<file path="src/rtl/bfca_pkg.sv">
// shared types, constants and bit helpers for the bit field copy aligner
// no dependencies
package bfca_pkg;

    localparam int HALF_W          = 16;
    localparam int OFS_W           = 4;
    localparam int COUNT_WIDTH_DEF = 20;
    localparam int CFG_IDX_W       = 3;

    typedef logic [CFG_IDX_W-1:0] t_cfg_idx;

    localparam t_cfg_idx REG_SRC_OFS   = t_cfg_idx'(0);
    localparam t_cfg_idx REG_DST_OFS   = t_cfg_idx'(1);
    localparam t_cfg_idx REG_BIT_COUNT = t_cfg_idx'(2);
    localparam t_cfg_idx REG_MSB_FIRST = t_cfg_idx'(3);

    typedef struct packed {
        logic              valid;
        logic [HALF_W-1:0] half;
    } t_stage;

    typedef struct packed {
        logic [HALF_W-1:0] dst_half;
        logic [HALF_W-1:0] write_mask;
        logic              last_out;
    } t_dst_item;

    typedef struct packed {
        logic      emit0;
        logic      emit1;
        t_dst_item res0;
        t_dst_item res1;
    } t_res_pair;

    // reverse bit order within each byte
    function automatic logic [HALF_W-1:0] swap_byte_bits(input logic [HALF_W-1:0] v);
        logic [HALF_W-1:0] r;
        r = '0;
        for (int i = 0; i < 8; i++) begin
            r[7 - i]  = v[i];
            r[15 - i] = v[8 + i];
        end
        return r;
    endfunction

    // n ones from bit 0, n in 0..16
    function automatic logic [HALF_W-1:0] low_ones(input logic [4:0] n);
        logic [HALF_W-1:0] r;
        r = n[4] ? {HALF_W{1'b1}} : ~({HALF_W{1'b1}} << n[3:0]);
        return r;
    endfunction

endpackage

</file>
<file path="src/rtl/bfca_if.sv">
// source and destination stream interfaces of the bit field copy aligner
// depends on bfca_pkg
interface bfca_src_if;
    logic                       valid;
    logic                       ready;
    logic [bfca_pkg::HALF_W-1:0] src_half;

    modport source (output valid, output src_half, input ready);
    modport sink   (input valid, input src_half, output ready);
endinterface

interface bfca_dst_if;
    logic                       valid;
    logic                       ready;
    logic [bfca_pkg::HALF_W-1:0] dst_half;
    logic [bfca_pkg::HALF_W-1:0] write_mask;
    logic                       last_out;

    modport source (output valid, output dst_half, output write_mask, output last_out,
                    input ready);
    modport sink   (input valid, input dst_half, input write_mask, input last_out,
                    output ready);
endinterface

</file>
<file path="src/rtl/bit_field_copy_aligner.sv">
// top level of the bit field copy aligner
// depends on bfca_pkg, bfca_if, bfca_in_stage, bfca_core and bfca_out_stage
//
// Streams source half-words and copies a run of bit_count bits, starting at
// src_bit_offset in the first source half-word, to destination half-words
// starting at dst_bit_offset, each result carrying a write mask so the caller
// keeps bits outside the run. One source transaction is taken per clock while
// i_src.ready is high; its results pass through the input register, then the
// shift and mask logic into a two-slot result register. Every source transaction
// gives at most one result except the one that completes the copy, which may
// give two in turn; i_src.ready drops only while the result register holds
// a result that o_dst has not taken. Register writes re-arm the block for a new
// copy and are to be made only when no transaction is in flight; the next source
// transaction starts the copy. Extra source transactions after the last result
// are taken and dropped.
module bit_field_copy_aligner #(
    parameter int COUNT_WIDTH = bfca_pkg::COUNT_WIDTH_DEF
) (
    input  logic                   i_clk,
    input  logic                   i_rst_n,
    input  logic                   i_cfg_we,
    input  bfca_pkg::t_cfg_idx     i_cfg_idx,
    input  logic [COUNT_WIDTH-1:0] i_cfg_data,
    bfca_src_if.sink               i_src,
    bfca_dst_if.source             o_dst
);

    bfca_pkg::t_stage    stage;
    bfca_pkg::t_res_pair res;
    logic                can_load;
    logic                adv;

    assign adv = stage.valid && can_load;

    bfca_in_stage u_in_stage (
        .i_clk   (i_clk),
        .i_rst_n (i_rst_n),
        .i_src   (i_src),
        .i_adv   (adv),
        .o_stage (stage)
    );

    bfca_core #(
        .COUNT_WIDTH (COUNT_WIDTH)
    ) u_core (
        .i_clk      (i_clk),
        .i_rst_n    (i_rst_n),
        .i_cfg_we   (i_cfg_we),
        .i_cfg_idx  (i_cfg_idx),
        .i_cfg_data (i_cfg_data),
        .i_stage    (stage),
        .i_adv      (adv),
        .o_res      (res)
    );

    bfca_out_stage u_out_stage (
        .i_clk      (i_clk),
        .i_rst_n    (i_rst_n),
        .i_load     (adv),
        .i_res      (res),
        .o_can_load (can_load),
        .o_dst      (o_dst)
    );

endmodule

</file>
<file path="src/rtl/bfca_in_stage.sv">
// input register of the bit field copy aligner
// depends on bfca_pkg and bfca_src_if
module bfca_in_stage (
    input  logic             i_clk,
    input  logic             i_rst_n,
    bfca_src_if.sink         i_src,
    input  logic             i_adv,
    output bfca_pkg::t_stage o_stage
);

    logic                        r_valid;
    logic                        n_valid;
    logic [bfca_pkg::HALF_W-1:0] r_half;
    logic                        accept;

    assign i_src.ready = !r_valid || i_adv;
    assign accept      = i_src.valid && i_src.ready;

    always_comb begin
        n_valid = r_valid;
        if (accept) begin
            n_valid = 1'b1;
        end else if (i_adv) begin
            n_valid = 1'b0;
        end
    end

    always_ff @(posedge i_clk) begin
        if (!i_rst_n) begin
            r_valid <= 1'b0;
        end else begin
            r_valid <= n_valid;
        end
    end

    always_ff @(posedge i_clk) begin
        if (accept) begin
            r_half <= i_src.src_half;
        end
    end

    assign o_stage.valid = r_valid;
    assign o_stage.half  = r_half;

endmodule

</file>
<file path="src/rtl/bfca_core.sv">
// alignment state, configuration registers and per-transaction shift and mask logic
// depends on bfca_pkg
module bfca_core #(
    parameter int COUNT_WIDTH = bfca_pkg::COUNT_WIDTH_DEF
) (
    input  logic                 i_clk,
    input  logic                 i_rst_n,
    input  logic                 i_cfg_we,
    input  bfca_pkg::t_cfg_idx   i_cfg_idx,
    input  logic [COUNT_WIDTH-1:0] i_cfg_data,
    input  bfca_pkg::t_stage     i_stage,
    input  logic                 i_adv,
    output bfca_pkg::t_res_pair  o_res
);

    localparam int HW = bfca_pkg::HALF_W;
    localparam int OW = bfca_pkg::OFS_W;

    logic [OW-1:0]          r_src_ofs;
    logic [OW-1:0]          r_dst_ofs;
    logic [COUNT_WIDTH-1:0] r_bit_count;
    logic                   r_msb_first;

    logic [HW-1:0]          r_pend;
    logic [HW-1:0]          n_pend;
    logic [OW-1:0]          r_pcnt;
    logic [OW-1:0]          n_pcnt;
    logic [COUNT_WIDTH-1:0] r_bits_left;
    logic [COUNT_WIDTH-1:0] n_bits_left;
    logic                   r_first;
    logic                   n_first;
    logic                   r_fresh;
    logic                   n_fresh;

    logic                   cfg_hit;
    logic [HW-1:0]          lin;
    logic [COUNT_WIDTH-1:0] bl;
    logic [COUNT_WIDTH-1:0] bl1;
    logic [OW-1:0]          lo;
    logic [4:0]             cur;
    logic [4:0]             avail;
    logic [4:0]             run_max;
    logic [4:0]             run0;
    logic [4:0]             c1;
    logic [2*HW-1:0]        p;
    logic [HW-1:0]          p1;
    logic [HW-1:0]          mask0;
    logic [HW-1:0]          mask1;
    logic [HW-1:0]          data0;
    logic [HW-1:0]          data1;
    logic                   active;
    logic                   emit0;
    logic                   emit1;
    logic                   last0;

    assign cfg_hit = i_cfg_we && ((i_cfg_idx == bfca_pkg::REG_SRC_OFS)
                               || (i_cfg_idx == bfca_pkg::REG_DST_OFS)
                               || (i_cfg_idx == bfca_pkg::REG_BIT_COUNT)
                               || (i_cfg_idx == bfca_pkg::REG_MSB_FIRST));

    // configuration registers
    always_ff @(posedge i_clk) begin
        if (!i_rst_n) begin
            r_src_ofs   <= '0;
            r_dst_ofs   <= '0;
            r_bit_count <= '0;
            r_msb_first <= 1'b0;
        end else if (i_cfg_we) begin
            case (i_cfg_idx)
                bfca_pkg::REG_SRC_OFS:   r_src_ofs   <= i_cfg_data[OW-1:0];
                bfca_pkg::REG_DST_OFS:   r_dst_ofs   <= i_cfg_data[OW-1:0];
                bfca_pkg::REG_BIT_COUNT: r_bit_count <= i_cfg_data;
                bfca_pkg::REG_MSB_FIRST: r_msb_first <= i_cfg_data[0];
                default: ;
            endcase
        end
    end

    // shift, merge and mask for one transaction
    always_comb begin
        lin    = r_msb_first ? bfca_pkg::swap_byte_bits(i_stage.half) : i_stage.half;
        bl     = r_first ? r_bit_count : r_bits_left;
        active = (bl != '0);
        lo     = (r_first || r_fresh) ? r_dst_ofs : '0;
        if (r_first) begin
            p   = ({{HW{1'b0}}, lin} >> r_src_ofs) << r_dst_ofs;
            cur = {1'b0, r_dst_ofs} + 5'd16 - {1'b0, r_src_ofs};
        end else begin
            p   = {{HW{1'b0}}, r_pend} | ({{HW{1'b0}}, lin} << r_pcnt);
            cur = {1'b0, r_pcnt} + 5'd16;
        end
        avail   = cur - {1'b0, lo};
        emit0   = active && (cur[4] || (COUNT_WIDTH'(avail) >= bl));
        run_max = 5'd16 - {1'b0, lo};
        run0    = (bl < COUNT_WIDTH'(run_max)) ? bl[4:0] : run_max;
        mask0   = bfca_pkg::low_ones(run0) << lo;
        data0   = p[HW-1:0] & mask0;
        bl1     = bl - COUNT_WIDTH'(run0);
        last0   = (bl1 == '0);
        p1      = cur[4] ? p[2*HW-1:HW] : '0;
        c1      = cur[4] ? {1'b0, cur[3:0]} : 5'd0;
        emit1   = emit0 && !last0 && (COUNT_WIDTH'(c1) >= bl1);
        mask1   = bfca_pkg::low_ones(bl1[4:0]);
        data1   = p1 & mask1;
    end

    always_comb begin
        o_res.emit0               = emit0;
        o_res.emit1               = emit1;
        o_res.res0.dst_half       = r_msb_first ? bfca_pkg::swap_byte_bits(data0) : data0;
        o_res.res0.write_mask     = r_msb_first ? bfca_pkg::swap_byte_bits(mask0) : mask0;
        o_res.res0.last_out       = last0;
        o_res.res1.dst_half       = r_msb_first ? bfca_pkg::swap_byte_bits(data1) : data1;
        o_res.res1.write_mask     = r_msb_first ? bfca_pkg::swap_byte_bits(mask1) : mask1;
        o_res.res1.last_out       = 1'b1;
    end

    // state update
    always_comb begin
        n_pend      = r_pend;
        n_pcnt      = r_pcnt;
        n_bits_left = r_bits_left;
        n_first     = r_first;
        n_fresh     = r_fresh;
        if (i_adv) begin
            n_first = 1'b0;
            if (!active) begin
                n_bits_left = '0;
            end else if (!emit0) begin
                n_pend      = p[HW-1:0];
                n_pcnt      = cur[3:0];
                n_bits_left = bl;
            end else if (last0 || emit1) begin
                n_pend      = '0;
                n_pcnt      = '0;
                n_bits_left = '0;
                n_fresh     = 1'b0;
            end else begin
                n_pend      = p1;
                n_pcnt      = c1[3:0];
                n_bits_left = bl1;
                n_fresh     = 1'b0;
            end
        end
        if (cfg_hit) begin
            n_pend      = '0;
            n_pcnt      = '0;
            n_bits_left = '0;
            n_first     = 1'b1;
            n_fresh     = 1'b1;
        end
    end

    always_ff @(posedge i_clk) begin
        if (!i_rst_n) begin
            r_pend      <= '0;
            r_pcnt      <= '0;
            r_bits_left <= '0;
            r_first     <= 1'b1;
            r_fresh     <= 1'b1;
        end else begin
            r_pend      <= n_pend;
            r_pcnt      <= n_pcnt;
            r_bits_left <= n_bits_left;
            r_first     <= n_first;
            r_fresh     <= n_fresh;
        end
    end

endmodule

</file>
<file path="src/rtl/bfca_out_stage.sv">
// two-slot result register driving the destination stream
// depends on bfca_pkg and bfca_dst_if
module bfca_out_stage (
    input  logic                i_clk,
    input  logic                i_rst_n,
    input  logic                i_load,
    input  bfca_pkg::t_res_pair i_res,
    output logic                o_can_load,
    bfca_dst_if.source          o_dst
);

    logic [1:0]          r_cnt;
    logic [1:0]          n_cnt;
    bfca_pkg::t_dst_item r_slot0;
    bfca_pkg::t_dst_item n_slot0;
    bfca_pkg::t_dst_item r_slot1;
    bfca_pkg::t_dst_item n_slot1;
    logic                pop;

    assign pop        = (r_cnt != 2'd0) && o_dst.ready;
    assign o_can_load = (r_cnt == 2'd0) || ((r_cnt == 2'd1) && o_dst.ready);

    always_comb begin
        n_cnt   = r_cnt;
        n_slot0 = r_slot0;
        n_slot1 = r_slot1;
        if (i_load) begin
            n_cnt   = i_res.emit1 ? 2'd2 : {1'b0, i_res.emit0};
            n_slot0 = i_res.res0;
            n_slot1 = i_res.res1;
        end else if (pop) begin
            n_cnt   = r_cnt - 2'd1;
            n_slot0 = r_slot1;
        end
    end

    always_ff @(posedge i_clk) begin
        if (!i_rst_n) begin
            r_cnt <= 2'd0;
        end else begin
            r_cnt <= n_cnt;
        end
    end

    always_ff @(posedge i_clk) begin
        r_slot0 <= n_slot0;
        r_slot1 <= n_slot1;
    end

    assign o_dst.valid      = (r_cnt != 2'd0);
    assign o_dst.dst_half   = r_slot0.dst_half;
    assign o_dst.write_mask = r_slot0.write_mask;
    assign o_dst.last_out   = r_slot0.last_out;

endmodule

</file>
<file path="src/flat_wrapper.sv">
// flat-port wrapper written by rule: the top's interface ports become plain ports
module bit_field_copy_aligner_flat 
#(
    parameter int COUNT_WIDTH = bfca_pkg::COUNT_WIDTH_DEF
)
  (i_clk, i_rst_n, i_cfg_we, i_cfg_idx, i_cfg_data, i_src_valid, i_src_src_half, i_src_ready, o_dst_valid, o_dst_dst_half, o_dst_write_mask, o_dst_last_out, o_dst_ready);
  bfca_src_if i_src_i ();
  bfca_dst_if o_dst_i ();
  input  logic i_clk;
  input  logic i_rst_n;
  input  logic i_cfg_we;
  input  bfca_pkg::t_cfg_idx i_cfg_idx;
  input  logic [COUNT_WIDTH-1:0] i_cfg_data;
  input wire logic [$bits(i_src_i.valid)-1:0] i_src_valid;
  input wire logic [$bits(i_src_i.src_half)-1:0] i_src_src_half;
  output wire logic [$bits(i_src_i.ready)-1:0] i_src_ready;
  output wire logic [$bits(o_dst_i.valid)-1:0] o_dst_valid;
  output wire logic [$bits(o_dst_i.dst_half)-1:0] o_dst_dst_half;
  output wire logic [$bits(o_dst_i.write_mask)-1:0] o_dst_write_mask;
  output wire logic [$bits(o_dst_i.last_out)-1:0] o_dst_last_out;
  input wire logic [$bits(o_dst_i.ready)-1:0] o_dst_ready;
  assign i_src_i.valid = i_src_valid;
  assign i_src_i.src_half = i_src_src_half;
  assign i_src_ready = i_src_i.ready;
  assign o_dst_valid = o_dst_i.valid;
  assign o_dst_dst_half = o_dst_i.dst_half;
  assign o_dst_write_mask = o_dst_i.write_mask;
  assign o_dst_last_out = o_dst_i.last_out;
  assign o_dst_i.ready = o_dst_ready;
  bit_field_copy_aligner #(.COUNT_WIDTH(COUNT_WIDTH)) u_core (.i_clk(i_clk), .i_rst_n(i_rst_n), .i_cfg_we(i_cfg_we), .i_cfg_idx(i_cfg_idx), .i_cfg_data(i_cfg_data), .i_src(i_src_i), .o_dst(o_dst_i));
endmodule
</file>
<file path="config.mk">
export PLATFORM = sky130hd
export DESIGN_NAME = bit_field_copy_aligner_flat
export DESIGN_NICKNAME = d
export VERILOG_FILES = /design/src/rtl/bfca_pkg.sv /design/src/rtl/bfca_if.sv /design/src/rtl/bit_field_copy_aligner.sv /design/src/rtl/bfca_in_stage.sv /design/src/rtl/bfca_core.sv /design/src/rtl/bfca_out_stage.sv /design/src/flat_wrapper.sv
export SDC_FILE = /design/constraint.sdc
export NUM_CORES = 1
export LEC_CHECK = 0
export BUFFER_PORTS_ARGS = -buffer_cell sky130_fd_sc_hd__buf_4
export CAP_MARGIN = 20
export CORE_UTILIZATION = 45
export CTS_BUF_LIST = sky130_fd_sc_hd__clkbuf_16
export DETAILED_ROUTE_END_ITERATION = 10
export PLACE_DENSITY_LB_ADDON = 0.08
export SLEW_MARGIN = 20
export SYNTH_ARGS = -nofsm -noshare
export SYNTH_HDL_FRONTEND = slang
export SYNTH_SLANG_ARGS = --single-unit
</file>
<file path="constraint.sdc">
create_clock -name i_clk -period 12.9 [get_ports i_clk]
set_clock_uncertainty 0.1 [all_clocks]
set_input_delay 2.58 -clock i_clk [delete_from_list [all_inputs] [get_ports i_clk]]
set_output_delay 2.58 -clock i_clk [all_outputs]
set_load 0.02 [all_outputs]
</file>
==> run metrics, run 1 <==
status completed; drt first pass iters 6; CP Capture Type flop; Crit Path Class reg -> reg; die width between 150 and 200 µm; hold_sp u_core.u_core.r_bit_count[19]; CP required 13.13 ns; internal power ~0.0013 W; Fmax 124 MHz; Sw Share about 42%; Clock H-tree levels 4; syn avg cell area ~8.6 µm²; r2r setup slk 4.82 ns; core footprint ~30,000 µm²; Sw Pwr approximately 0.0009 W; vias in the first global route ~12,000; non-filler cells in the finished layout roughly 2,000; Seq pwr share 31.0%; clk sinks approximately 160; CTS tree yes; Post-Synthesis Cell Area ~14,000 µm²; Post-DRT Antenna Nets 0; Hold/Removal Path Class reg -> reg; Synth Instances ~1,600; Critical Path Source u_core.u_core.r_dst_ofs[1]; crit-path max cell delay ~0.84 ns; pwr/cell area between 100 and 150 nW/µm²; post-synth top area cell edfxtp_1; Final #Nets between 1,500 and 2,000; worst r2r dst u_core.u_core.r_pend[3]; crit share post-route between 60% and 70%; startpoint types flop; share of layout cells above drive strength 1 ~17%; Post-DP Area between 10,000 and 15,000 µm²; Post-Place Cells 1,944; Ys Warns 0; average vias per placed instance around 6.5; drt total wl between 40 and 50 mm; antenna cells 0; Worst-path clk slew about 0.07 ns; Die Y roughly 180 µm; setup tns final 0 ns; port bufs slightly below 80; Reg2Reg Depth 29; Final Instance Area between 10,000 and 15,000 µm²; sequential share of the synthesized area 29.0%; reg-to-reg startpoint u_core.u_core.r_dst_ofs[1]; FP Rows 63; pre-CTS setup slack a little over 5 ns; CP Max Fanout 21; share of the synthesized area in the top cell type a little under a fifth; final hold vios 0; pin slew with the least headroom to its limit roughly 1.1 ns; largest cells by area after synthesis edfxtp_1 18%, dfxtp_1 11%, mux4_2 8.0%; Post-synth ARST share 0%; CTS Buffer Depth 2; EDFF count, synth slightly above 80; post-synth cell types between 90 and 100; DP Wirelength 34.5 mm; first-pass GRT wire length 72.5 mm; GRT overflow 0; total die area 30,700 µm²; initial core utilization a little under half; Synth Net Count ~1,600; cell leakage power 5.39 nW; clk_lat worst skew around 0.45 ns; drt wl/cell about 24 µm; io pins 79; fin. max-slew vios 0; Worst IR Drop VDD about 90 µV; CP arrival just over 8 ns; Hold WS 0.373 ns; Top FF cell, synth edfxtp_1; final setup violation count 0; Crit-path slowest cell a2111oi_4; global placer's final weighted congestion around 0.96; initial drt markers 1,397; Yosys reg bits ~160; CTS root buffer clkbuf_16; Resized Gates After CTS 0; Tot GR Track Use 30.6%; RSZ-0062 raised after global routing false; Post-synth top cells 179 x nand2_1, 160 x nor2_1, 97 x a21oi_1; Via Count between 10,000 and 15,000; clock share of power between 20% and 30%; Max Cap Viol 0; # Post-CTS Setup Buffers 0; most frequent cell after synthesis nand2_1; CTS Buf Count 17; CTS hold repair buffers 0; Gate power share between 40 and 50%; Critical Path Sink u_core.u_core.r_pend[3]; worst rel slew slack a little over a quarter; final setup margin roughly 4.8 ns; initial antenna violation count 0; crit path time final between 8 and 9 ns; Layout area overhead 10.2%; largest net degree at the start of global routing 69; DRC 0
-- metrics by stage --
stage | total power, W | util [%]
2_1_floorplan | 0.00133 | -
3_3_place_gp | 0.00165 | 48.3
3_5_place_dp | 0.00164 | 48.3
4_1_cts | 0.00218 | 50.3
5_1_grt | 0.00229 | 50.4
6_report | 0.00219 | 50.4
-- power by group through the flow --
| stage | logic (W) | registers (W) | clock network (W) |
|---|---|---|---|
| after floorplan | 0.000620 | 0.000711 | 0 |
| after global placement | 0.000958 | 0.000687 | 0 |
| after detailed placement | 0.000956 | 0.000689 | 0 |
| after CTS | 0.000962 | 0.000678 | 0.000540 |
| after global routing | 0.00105 | 0.000686 | 0.000556 |
| final | 0.000974 | 0.000678 | 0.000533 |
-- registers in the layout, summed over array words and instances, names as in the netlist, 2 cells and up --
name	flops
u_core.u_core.r_bit_count	20
u_core.u_out_stage.o_dst.dst_half	16
u_core.u_out_stage.r_slot1	32
u_core.u_in_stage.r_half	16
u_core.u_core.r_bits_left	20
u_core.u_core.r_pcnt	4
u_core.u_core.r_src_ofs	4
u_core.u_core.r_dst_ofs	4
u_core.u_out_stage.r_cnt	2
u_core.u_core.r_pend	16
u_core.u_out_stage.o_dst.write_mask	16
-- how the worst min path moves through the flow --
stage / endpoint / slack [ns] / cells after the start
floorplan: u_core.u_core.r_pend[12] / 0.34 / 2
global placement: u_core.u_core.r_bit_count[17] / 0.36 / 2
detailed placement: u_core.u_core.r_bit_count[19] / 0.37 / 2
CTS: u_core.u_core.r_bit_count[19] / 0.38 / 2
global route: u_core.u_core.r_bit_count[19] / 0.40 / 2
finish: u_core.u_core.r_bit_count[19] / 0.37 / 2
-- metal layers --
metal / wire (µm) / track usage [%] / vias up
met4: 1190 / 9.46 / 0
met1: 21000 / 43.9 / 6283
met5: 0 / 0 / -
met2: 21500 / 48.3 / 569
met3: 3110 / 3.44 / 67
li1: - / - / 5998
-- cell families after synthesis --
kind of cell             Yosys count  synth area share, %
XOR/XNOR                          31                 2.07
multiplexers                     157                 16.9
buffers and inverters            170                 5.19
flip-flops                       155                 29.0
AND/OR/NAND/NOR                  560                 19.6
adder cells (fa/ha/maj)           32                 3.04
AO/OA/AOI/OAI                    469                 24.2
-- cells in the final DEF (no fill, tap or decap), types with 14 or more instances in the layout --
cell and n:
a211oi_1 16, a21boi_0 22, a21o_1 18, a21oi_1 97, a22oi_1 23, a31oi_1 17, a32oi_1 15, and2_1 14
and3_1 18, buf_4 107, clkbuf_16 17, dfxtp_1 71, edfxtp_1 81, ha_1 28, inv_1 35, mux2_2 45
mux2i_1 58, mux4_2 48, nand2_1 179, nand2b_1 15, nand3_1 32, nor2_1 160, nor2b_1 21, nor3_1 44
nor4_1 18, o211ai_1 22, o21ai_0 78, o22ai_1 17, xor2_1 17
-- worst max-delay path: cells and delay by family (launching register included) --
family                   cells  cell delay (ns)
XOR/XNOR                     1             0.24
adder cells (fa/ha/maj)      5             1.57
multiplexers                 1             0.29
AO/OA/AOI/OAI                7             2.37
buffers and inverters        7             1.79
AND/OR/NAND/NOR              8             1.27
flip-flops                   1             0.31
-- area by class of cell --
| type | instances | area, µm² |
|---|---|---|
| inverters | 44 | 165 |
| fillers | 2889 | 14700 |
| clock buffers | 17 | 425 |
| clock inverters | 15 | 184 |
| multi-input cells | 1249 | 8900 |
| well taps | 390 | 488 |
| repair buffers | 107 | 803 |
| flip-flops and latches | 155 | 3920 |
Note: power is estimated with default switching activity, not from simulation.
==> run 2, diff against run 1 <==
==> constraint.sdc (replaced) <==
create_clock -name i_clk -period 7.7 [get_ports i_clk]
set_clock_uncertainty 0.1 [all_clocks]
set_input_delay 1.54 -clock i_clk [delete_from_list [all_inputs] [get_ports i_clk]]
set_output_delay 1.54 -clock i_clk [all_outputs]
set_load 0.02 [all_outputs]
==> run metrics, run 2 (synthesis gave the netlist of run 1 again) <==
FP Rows 63; Die Y 175 µm; Final #Nets roughly 1,700; CTS root buffer clkbuf_16; total die area 30,700 µm²; Crit-path slowest cell or4_4; first-pass GRT wire length 72.0 mm; final hold vios 0; CP Capture Type flop; fillers 2,876; pwr/cell area roughly 240 nW/µm²; # Post-CTS Setup Buffers 0; hold path depth 2; io pins between 70 and 80; cell leakage power between 5 and 6 nW; most frequent cells in the layout 179 x nand2_1, 160 x nor2_1, 116 x buf_4; hold_sp u_core.u_core.r_bit_count[19]; internal power 0.00208 W; antenna cells 0; CP arrival 6.95 ns; CTS Buf Count 17; RSZ-0062 raised after global routing false; clk sinks approximately 160; vias in the first global route 12,000; Top reg by flops u_core.u_out_stage.r_slot1; Seq pwr share a little over 30%; drt first pass iters 6; Tot GR Track Use between 30% and 40%; initial drt markers 1,423; Layout area overhead 10.6%; Crit Path Class reg -> reg; CP Max Fanout 19; Via Count between 10,000 and 15,000; core footprint 29,600 µm²; Worst-path clk slew approximately 0.080 ns; port bufs 78; drt total wl between 40 and 50 mm; status completed; Clock H-tree levels 4; setup tns final 0 ns; Buf/Inv on CP 4; Fmax approximately 150 MHz; Reg2Reg Depth 21; worst r2r dst u_core.u_out_stage.r_cnt[1]; Max Cap Viol 0; worst rel slew slack a little under 30%; Sw Share between 40% and 50%; reg-to-reg startpoint u_core.u_core.r_dst_ofs[1]; startpoint types flop; crit path time final 6.68 ns; CP required around 8 ns; Worst IR Drop VDD around 160 µV; pin slew with the least headroom to its limit 1.05 ns; initial antenna violation count 0; worst hold endpoint u_core.u_core.r_bit_count[19]; most common cell after layout, fill and taps aside nand2_1; Sw Pwr 0.00157 W; crit-path max cell delay approximately 0.6 ns; average vias per placed instance 6.50; CP delay by family, top compound AO/OA/AOI/OAI gates; die width 175 µm; total power draw approximately 0.0037 W; r2r setup slk a little over 1 ns; global placer's final weighted congestion between 0.9 and 1; crit share post-route between 80% and 90%; drt wl/cell approximately 24 µm; CTS tree yes; biggest regs u_core.u_out_stage.r_slot1 (32), u_core.u_core.r_bit_count (20), u_core.u_core.r_bits_left (20); initial core utilization a little under half; fin. max-slew vios 0; Hold/Removal Path Class reg -> reg; final setup violation count 0; Resized Gates After CTS 0; crit path cell chain inv_1, buf_4, nor2_1, inv_1, ha_1, xnor2_2, inv_1, ha_1, a21o_1, a21oi_1, a2111o_1, nand2_4, a21oi_1, ha_1, o211a_1, o41ai_4, nand4_1, xor2_1, or4_4, or4_1, a31oi_1; share of layout cells above drive strength 1 17.4%; largest net degree at the start of global routing just under 70; GRT overflow 0; DP Wirelength ~35 mm; Gate power share 45.4%; clock share of power about a quarter; CTS Buffer Depth 2; number of flip-flops in the largest register 32; Post-DRT Antenna Nets 0; DRC 0; clk_lat worst skew between 0.4 and 0.5 ns; CTS hold repair buffers 0
-- run 2: through the flow --
step / util [%] / worst slack, ns / area, µm² / std cells / hold WS [ns]
5_1_grt: 50.6 / 0.583 / 14900 / 1986 / 0.392
3_5_place_dp: 48.5 / 1.12 / 14300 / 1954 / 0.360
4_1_cts: 50.6 / 1.12 / 14900 / 1986 / 0.372
3_3_place_gp: 48.5 / 1.34 / 14300 / 1954 / 0.358
2_1_floorplan: - / 1.01 / 13500 / 1574 / 0.336
6_report: 50.6 / 1.02 / 14900 / 1986 / 0.369
-- run 2: worst max-delay path by stage --
stage / cells after the start / startpoint / endpoint
6_report: 21 / u_core.u_core.r_dst_ofs[1] / u_core.u_out_stage.r_cnt[1]
5_1_grt: 21 / u_core.u_core.r_dst_ofs[1] / u_core.u_out_stage.r_cnt[1]
4_1_cts: 21 / u_core.u_core.r_dst_ofs[1] / u_core.u_out_stage.r_cnt[1]
3_5_place_dp: 21 / u_core.u_core.r_dst_ofs[1] / u_core.u_out_stage.r_cnt[1]
3_3_place_gp: 21 / u_core.u_core.r_dst_ofs[1] / u_core.u_out_stage.r_cnt[1]
2_1_floorplan: 26 / u_core.u_core.r_first / u_core.u_core.r_pend[1]
-- run 2: layout make-up --
type	count	area (µm²)	share of cell area [%]
Inverter	44	165	1.11
Timing Repair Buffer	116	871	5.83
Clock buffer	17	425	2.85
Sequential cell	155	3920	26.2
Multi-Input combinational cell	1249	8900	59.6
Clock inverter	15	171	1.15
Tap cell	390	488	3.27
-- run 2: power by group through the flow --
stage	sequential (W)	clock (W)	combinational, W
final	0.00114	0.000861	0.00166
after global routing	0.00115	0.000905	0.00179
after CTS	0.00114	0.000879	0.00164
after detailed placement	0.00115	0	0.00163
after global placement	0.00115	0	0.00164
after floorplan	0.00119	0	0.00104
-- run 2: tightest hold or removal path, delay by kind of cell, from the launching register on --
family / cells / cell delay (ns)
flip-flops: 1 / 0.31
AND/OR/NAND/NOR: 1 / 0.05
AO/OA/AOI/OAI: 1 / 0.06
-- run 2: metal layers --
layer	global-route usage, %	share of wire (%)
met5	0	0
met4	12.3	3.0
met3	3.77	6.2
met2	47.2	46
met1	43.2	45
